===== src/sv/mdpf_pkg.sv =====
// Shared constants and types for the match displacement percentile filter.
`timescale 1ns / 1ps

package mdpf_pkg;

    // Store geometry.
    localparam int MAX_PAIRS = 64;
    localparam int ADDR_W    = $clog2(MAX_PAIRS);
    localparam int CNT_W     = $clog2(MAX_PAIRS + 1);

    // Field widths.
    localparam int COORD_W = 16;
    localparam int SQ_W    = 2 * COORD_W;
    localparam int DIST_W  = SQ_W + 1;

    // Rank floor(4N/5) is taken as (N * RANK_MUL) >> RANK_SHIFT, exact for N <= 64.
    localparam int RANK_SHIFT = 10;
    localparam int RANK_MUL   = (4 * (1 << RANK_SHIFT) + 4) / 5;
    localparam int RANK_PW    = CNT_W + RANK_SHIFT;

    typedef enum logic [2:0] {
        ST_IDLE,
        ST_SQUARE,
        ST_STORE,
        ST_CAND,
        ST_CLATCH,
        ST_SWEEP,
        ST_CHECK,
        ST_EMIT
    } mdpf_state_t;

endpackage


===== src/sv/match_displacement_percentile_filter_top.sv =====
// Top level of the match displacement percentile filter.
`timescale 1ns / 1ps

//  channel  | direction | payload
//  ---------+-----------+-------------------------------------------------
//  s_       | in        | left_x, left_y, right_x, right_y, last_pair
//  m_       | out       | pair_index, keep, threshold, last_result
//
// Each request's squared distance is stored through the diff, square and write steps.
// After the last pair, rank selection runs candidate by candidate: each candidate
// is read, then swept over the stored distances on the single read port of the
// distance memory and checked. Each result is then read before it is loaded out.
// Reset (aresetn low, synchronous) clears the pair count and the output valid.
// A stalled result channel holds the emit sequence; s_ready is low while a pair is
// squared and stored, and from the last pair until the final result is loaded.

module match_displacement_percentile_filter_top (
    input  logic                         aclk,
    input  logic                         aresetn,
    input  logic                         s_valid,
    output logic                         s_ready,
    input  logic [mdpf_pkg::COORD_W-1:0] s_left_x,
    input  logic [mdpf_pkg::COORD_W-1:0] s_left_y,
    input  logic [mdpf_pkg::COORD_W-1:0] s_right_x,
    input  logic [mdpf_pkg::COORD_W-1:0] s_right_y,
    input  logic                         s_last_pair,
    output logic                         m_valid,
    input  logic                         m_ready,
    output logic [mdpf_pkg::ADDR_W-1:0]  m_pair_index,
    output logic                         m_keep,
    output logic [mdpf_pkg::DIST_W-1:0]  m_threshold,
    output logic                         m_last_result
);
    import mdpf_pkg::*;

    // Distance memory.
    logic [DIST_W-1:0] dist_mem [MAX_PAIRS];
    logic [DIST_W-1:0] rd_data_reg;
    logic [ADDR_W-1:0] rd_addr;
    logic              mem_we;

    // Control and datapath registers.
    mdpf_state_t       state_reg, state_next;
    logic [CNT_W-1:0]  count_reg, count_next;
    logic              last_reg, last_next;
    logic [COORD_W-1:0] dx_reg, dx_next, dy_reg, dy_next;
    logic [SQ_W-1:0]   sqx_reg, sqx_next, sqy_reg, sqy_next;
    logic [ADDR_W-1:0] cand_reg, cand_next;
    logic [ADDR_W-1:0] sweep_reg, sweep_next;
    logic [ADDR_W-1:0] emit_reg, emit_next;
    logic [DIST_W-1:0] cand_val_reg, cand_val_next;
    logic [DIST_W-1:0] thr_reg, thr_next;
    logic [CNT_W-1:0]  less_reg, less_next, same_reg, same_next;

    // Output registers.
    logic              m_valid_reg, m_valid_next;
    logic [ADDR_W-1:0] m_index_reg, m_index_next;
    logic              m_keep_reg, m_keep_next;
    logic [DIST_W-1:0] m_thr_reg, m_thr_next;
    logic              m_last_reg, m_last_next;

    // Derived values.
    logic [CNT_W-1:0]   n_m1;
    logic [RANK_PW-1:0] rank_prod;
    logic [CNT_W-1:0]   rank;
    logic [CNT_W:0]     less_same;
    logic               store_full;

    assign n_m1       = count_reg - CNT_W'(1);
    assign rank_prod  = RANK_PW'(count_reg) * RANK_PW'(RANK_MUL);
    assign rank       = rank_prod[RANK_PW-1:RANK_SHIFT];
    assign less_same  = {1'b0, less_reg} + {1'b0, same_reg};
    assign store_full = (count_reg == CNT_W'(MAX_PAIRS));

    assign s_ready       = (state_reg == ST_IDLE);
    assign m_valid       = m_valid_reg;
    assign m_pair_index  = m_index_reg;
    assign m_keep        = m_keep_reg;
    assign m_threshold   = m_thr_reg;
    assign m_last_result = m_last_reg;

    // Memory: one write port, one registered read port.
    always_ff @(posedge aclk) begin
        if (mem_we) begin
            dist_mem[count_reg[ADDR_W-1:0]] <= DIST_W'({1'b0, sqx_reg} + {1'b0, sqy_reg});
        end
        rd_data_reg <= dist_mem[rd_addr];
    end

    // Next state, datapath and read address.
    always_comb begin
        state_next    = state_reg;
        count_next    = count_reg;
        last_next     = last_reg;
        dx_next       = dx_reg;
        dy_next       = dy_reg;
        sqx_next      = sqx_reg;
        sqy_next      = sqy_reg;
        cand_next     = cand_reg;
        sweep_next    = sweep_reg;
        emit_next     = emit_reg;
        cand_val_next = cand_val_reg;
        thr_next      = thr_reg;
        less_next     = less_reg;
        same_next     = same_reg;
        m_valid_next  = m_valid_reg && !m_ready;
        m_index_next  = m_index_reg;
        m_keep_next   = m_keep_reg;
        m_thr_next    = m_thr_reg;
        m_last_next   = m_last_reg;
        rd_addr       = cand_reg;
        mem_we        = 1'b0;

        unique case (state_reg)
            ST_IDLE: begin
                if (s_valid) begin
                    dx_next    = (s_left_x >= s_right_x) ? s_left_x - s_right_x
                                                         : s_right_x - s_left_x;
                    dy_next    = (s_left_y >= s_right_y) ? s_left_y - s_right_y
                                                         : s_right_y - s_left_y;
                    last_next  = s_last_pair;
                    state_next = ST_SQUARE;
                end
            end
            ST_SQUARE: begin
                sqx_next   = dx_reg * dx_reg;
                sqy_next   = dy_reg * dy_reg;
                state_next = ST_STORE;
            end
            ST_STORE: begin
                // A pair that arrives with the store full is dropped.
                if (!store_full) begin
                    mem_we     = 1'b1;
                    count_next = count_reg + CNT_W'(1);
                end
                cand_next  = '0;
                state_next = last_reg ? ST_CAND : ST_IDLE;
            end
            ST_CAND: begin
                rd_addr    = cand_reg;
                state_next = ST_CLATCH;
            end
            ST_CLATCH: begin
                cand_val_next = rd_data_reg;
                rd_addr       = '0;
                sweep_next    = '0;
                less_next     = '0;
                same_next     = '0;
                state_next    = ST_SWEEP;
            end
            ST_SWEEP: begin
                // Count stored distances below and equal to the candidate.
                rd_addr = sweep_reg + ADDR_W'(1);
                if (rd_data_reg < cand_val_reg) begin
                    less_next = less_reg + CNT_W'(1);
                end else if (rd_data_reg == cand_val_reg) begin
                    same_next = same_reg + CNT_W'(1);
                end
                if (sweep_reg == n_m1[ADDR_W-1:0]) begin
                    state_next = ST_CHECK;
                end else begin
                    sweep_next = sweep_reg + ADDR_W'(1);
                end
            end
            ST_CHECK: begin
                if ((less_reg <= rank) && ({1'b0, rank} < less_same)) begin
                    thr_next   = cand_val_reg;
                    emit_next  = '0;
                    state_next = ST_EMIT;
                end else begin
                    cand_next  = cand_reg + ADDR_W'(1);
                    state_next = ST_CAND;
                end
            end
            ST_EMIT: begin
                // Odd/even phase: read the entry, then load the output slot when it is free.
                rd_addr = emit_reg;
                if (!m_valid_reg && (sweep_reg == emit_reg)) begin
                    m_valid_next = 1'b1;
                    m_index_next = emit_reg;
                    m_keep_next  = (rd_data_reg < thr_reg);
                    m_thr_next   = thr_reg;
                    m_last_next  = (emit_reg == n_m1[ADDR_W-1:0]);
                    sweep_next   = emit_reg + ADDR_W'(1);
                    if (emit_reg == n_m1[ADDR_W-1:0]) begin
                        count_next = '0;
                        state_next = ST_IDLE;
                    end else begin
                        emit_next = emit_reg + ADDR_W'(1);
                    end
                end else begin
                    // Read data for emit_reg is valid on the next cycle.
                    sweep_next = emit_reg;
                end
            end
            default: begin
                state_next = ST_IDLE;
            end
        endcase
    end

    // Register update.
    always_ff @(posedge aclk) begin
        if (!aresetn) begin
            state_reg   <= ST_IDLE;
            count_reg   <= '0;
            m_valid_reg <= 1'b0;
        end else begin
            state_reg   <= state_next;
            count_reg   <= count_next;
            m_valid_reg <= m_valid_next;
        end
        last_reg     <= last_next;
        dx_reg       <= dx_next;
        dy_reg       <= dy_next;
        sqx_reg      <= sqx_next;
        sqy_reg      <= sqy_next;
        cand_reg     <= cand_next;
        sweep_reg    <= sweep_next;
        emit_reg     <= emit_next;
        cand_val_reg <= cand_val_next;
        thr_reg      <= thr_next;
        less_reg     <= less_next;
        same_reg     <= same_next;
        m_index_reg  <= m_index_next;
        m_keep_reg   <= m_keep_next;
        m_thr_reg    <= m_thr_next;
        m_last_reg   <= m_last_next;
    end

    // The pair count never passes the store depth.
    a_count_range: assert property (@(posedge aclk) disable iff (!aresetn)
        count_reg <= CNT_W'(MAX_PAIRS))
        else $error("pair count exceeds store depth");

    // Selection never runs past the stored pairs.
    a_cand_range: assert property (@(posedge aclk) disable iff (!aresetn)
        (state_reg == ST_CHECK) |-> ({1'b0, cand_reg} < count_reg))
        else $error("rank candidate beyond stored pairs");

    // A sweep never counts more distances than are stored.
    a_sweep_total: assert property (@(posedge aclk) disable iff (!aresetn)
        (state_reg == ST_CHECK) |-> (less_same <= {1'b0, count_reg}))
        else $error("sweep counts exceed pair count");

    // A result is loaded only into an empty output slot.
    a_out_free: assert property (@(posedge aclk) disable iff (!aresetn)
        (m_valid_reg && !m_ready) |=> ($stable(m_index_reg) && $stable(m_thr_reg)))
        else $error("pending result overwritten");

endmodule


===== config.mk =====
export PLATFORM = sky130hd
export DESIGN_NAME = match_displacement_percentile_filter_top
export DESIGN_NICKNAME = d
export VERILOG_FILES = /design/src/sv/mdpf_pkg.sv /design/src/sv/match_displacement_percentile_filter_top.sv
export SDC_FILE = /design/constraint.sdc
export NUM_CORES = 2
export LEC_CHECK = 0
export BUFFER_PORTS_ARGS = -buffer_cell sky130_fd_sc_hd__buf_2
export CELL_PAD_IN_SITES_DETAIL_PLACEMENT = 1
export CELL_PAD_IN_SITES_GLOBAL_PLACEMENT = 1
export CORE_MARGIN = 4
export CORE_UTILIZATION = 40
export CTS_CLUSTER_DIAMETER = 50
export CTS_CLUSTER_SIZE = 16
export DETAILED_ROUTE_END_ITERATION = 10
export GPL_ROUTABILITY_DRIVEN = 1
export PLACE_DENSITY = 0.76
export SKIP_CTS_REPAIR_TIMING = 1
export SYNTH_ARGS = -nofsm -noshare
export SYNTH_HDL_FRONTEND = slang
export SYNTH_SLANG_ARGS = --single-unit
export TNS_END_PERCENT = 20

===== constraint.sdc =====
create_clock -name aclk -period 14.54 [get_ports aclk]
set_input_delay 2.181 -clock aclk [delete_from_list [all_inputs] [get_ports aclk]]
set_output_delay 2.181 -clock aclk [all_outputs]
set_load 0.05 [all_outputs]

==> run metrics <==
vias in the first global route=83800; number of iterations in the first detailed-routing pass=6; fin crit period=7.16 ns; unrepaired setup endpoints after global routing=false; Arrival @ worst endpoint=7.82 ns; worst-path fanout max=20; Final Skew=0.116 ns; run status=completed; DP Wirelength=203000 microns; total clock sinks=2390; path type of the worst min-delay path=reg -> reg; average routed wire per standard cell=25.5 microns; clock buffer count from CTS=225; type of the setup path with the least slack=reg -> reg; Area contributors post-synth=sky130_fd_sc_hd__edfxtp_1, sky130_fd_sc_hd__nand2_1, sky130_fd_sc_hd__fa_1; number of flip-flops under the largest register name=2112; count of buffers from port buffering=111; antenna violations before repair=20; Post-Synthesis Mean Instance Area=12.1 sq um; setup slack of the worst register-to-register path=7.38 ns; terminus of the critical flop-to-flop path=sqy_reg[31]; area of the die=295000 sq um; total number of vias=77000; Final Hold Viols=0; overflow left after global routing=0; DIE WIDTH=543 microns; slew at the pin with the worst max-slew slack=1.29 ns; number of different library cells in the post-synthesis netlist=84; violation count after the first detailed-routing iteration=7452; most used flip-flop cell after synthesis=sky130_fd_sc_hd__edfxtp_1; Min-Delay Startpoint=cand_val_reg[1]; row count=196; maximum number of pins on one net before global-route repair=164; path depth of the worst reg2reg path=24; number of design rule violations left after detail routing=0; remaining antenna violation count=0; Net Count, Synth=10300; maximum level of the CTS H-tree=4; clock tree from TritonCTS=done; hold-critical path depth=0; starting density of the core=0.402; Via density=5.76; number of setup violations in the final report=0; register bit total from synthesis=2390; total number of yosys warnings=0; most frequent cells after synthesis=sky130_fd_sc_hd__edfxtp_1, sky130_fd_sc_hd__nand2_1, sky130_fd_sc_hd__inv_1, sky130_fd_sc_hd__nand3_1, sky130_fd_sc_hd__clkbuf_1; total I/O pin count=112; wire length of the first global-routing pass=515000 microns; share of the yosys chip area belonging to registers=0.623; final weighted congestion in routability-driven placement=0.827; cell type of the slowest stage on the worst timing path=sky130_fd_sc_hd__edfxtp_1; number of filler instances in the final layout=29600; Final Slew Violations=0; cells along the critical path=and2_1, fa_1, inv_1, fa_1, inv_1, fa_1, inv_1, fa_1, inv_1, fa_1, inv_1, fa_1, inv_1, ha_1, and3_1, and2_1, a21oi_1, a31oi_1, o41a_1, a21o_1, a22o_1, a311oi_1, a21oi_1, xnor2_1; FMAX=140 MHz; number of nets at the end of the flow=10300; final critical-path share of the clock period=0.493; total routing resource utilization after global routing=0.229; CTS clk-pin slew, worst paths=0.07 ns; sum of routed wire length over all layers=341000 microns; Relative slew margins=0.138; Post-Route Setup TNS=0 ns; Async S/R FF share, synth=0; Crit. End Element=register; core region area=285000 sq um; number of max-cap violations=0; launch instance of the worst register-to-register path=dy_reg[1]; later-pin clock latency in the skew report=0.94 ns; height of the die=543 microns; critical path data required time=15.19 ns; maximum clock insertion buffer count=3; layout overhead on the synthesized area=11.6%; Setup crit start kind=register; CTS Root Cell=sky130_fd_sc_hd__clkbuf_16; Netlist Area Pre-Place=114000 sq um; share of the synthesized area in the top cell type=0.616; fraction of layout instances using a drive strength above 1=0.0830; gate count after technology mapping=9450; Post-synth EDFFs=2346; peak per-stage delay on the critical path=0.70 ns; library cell with the largest summed area after synthesis=sky130_fd_sc_hd__edfxtp_1; worst hold path endpoint=thr_reg[1]
[cell usage in the layout, fill, tap and decap left out, types with 44 or more instances in the layout]
cell / n
sky130_fd_sc_hd__fa_1: 337
sky130_fd_sc_hd__nand3_1: 570
sky130_fd_sc_hd__ha_1: 428
sky130_fd_sc_hd__buf_4: 154
sky130_fd_sc_hd__inv_1: 681
sky130_fd_sc_hd__buf_2: 111
sky130_fd_sc_hd__a21oi_1: 261
sky130_fd_sc_hd__a211oi_1: 111
sky130_fd_sc_hd__and3_1: 284
sky130_fd_sc_hd__nor2_1: 137
sky130_fd_sc_hd__a31oi_1: 147
sky130_fd_sc_hd__a21o_1: 65
sky130_fd_sc_hd__nor2_4: 70
sky130_fd_sc_hd__and2_1: 100
sky130_fd_sc_hd__edfxtp_1: 2346
sky130_fd_sc_hd__nand2_1: 2345
sky130_fd_sc_hd__a311oi_1: 397
sky130_fd_sc_hd__xnor2_1: 106
sky130_fd_sc_hd__o21ai_0: 72
sky130_fd_sc_hd__clkbuf_16: 225
sky130_fd_sc_hd__dfxtp_1: 44
sky130_fd_sc_hd__xor2_1: 61
[cell families after synthesis]
| group | after synthesis | share of synthesized area |
|---|---|---|
| adder cells (fa/ha/maj) | 768 | 0.106 |
| XOR/XNOR | 190 | 0.0145 |
| flip-flops | 2390 | 0.623 |
| AO/OA/AOI/OAI | 1205 | 0.0751 |
| AND/OR/NAND/NOR | 3653 | 0.138 |
| buffers and inverters | 1217 | 0.0406 |
| multiplexers | 27 | 0.00245 |
[layer usage]
| metal | up-vias | global-route usage | part of all wire |
|---|---|---|---|
| li1 | 33500 | - | - |
| met1 | 39600 | 0.285 | 0.38 |
| met2 | 3140 | 0.392 | 0.49 |
| met3 | 774 | 0.0328 | 0.074 |
| met4 | 0 | 0.110 | 0.052 |
| met5 | - | 0 | 0 |
[worst max-delay path, delay by kind of cell, from the launching register on]
kind            cells  cell delay [ns]
fa+ha+maj           7             3.36
compound gates      7             1.71
simple gates        3             0.73
flops               1             0.70
buf+inv             6             0.35
xor+xnor            1             0.14
[worst max path at each step]
stage,from,to,slack (ns),cells past startpoint
after floorplan,dy_reg[9],sqy_reg[31],7.99,25
after global placement,dy_reg[3],sqy_reg[31],7.28,25
after detailed placement,dy_reg[1],sqy_reg[31],7.29,24
after CTS,dy_reg[1],sqy_reg[31],7.33,24
after global routing,dy_reg[1],sqy_reg[31],7.02,24
final,dy_reg[1],sqy_reg[31],7.38,24
[layout make-up]
class                      count  area [sq um]  share of cell area
sequential                  2390         71300               0.559
multi-input combinational   5843         39400               0.308
clock buffer                 251          5740              0.0449
tap                         3762          4710              0.0369
inverter                     682          2560              0.0200
timing repair buffer         281          2030              0.0159
clock inverter               159          1950              0.0153
antenna                        6          15.0            0.000118
[stage by stage]
step	instance area (sq um)	std cells	util	hold WS, ns	setup slack [ns]
after floorplan	114000	9450	-	0.408	7.99
after global placement	120000	13000	0.421	0.421	7.28
after detailed placement	120000	13000	0.421	0.431	7.29
after CTS	128000	13400	0.448	0.418	7.33
after global routing	128000	13400	0.448	0.431	7.02
final	128000	13400	0.448	0.427	7.38
Power is not shown: default switching activity piles up to over one toggle a cycle in this logic, so the estimate is an artifact.
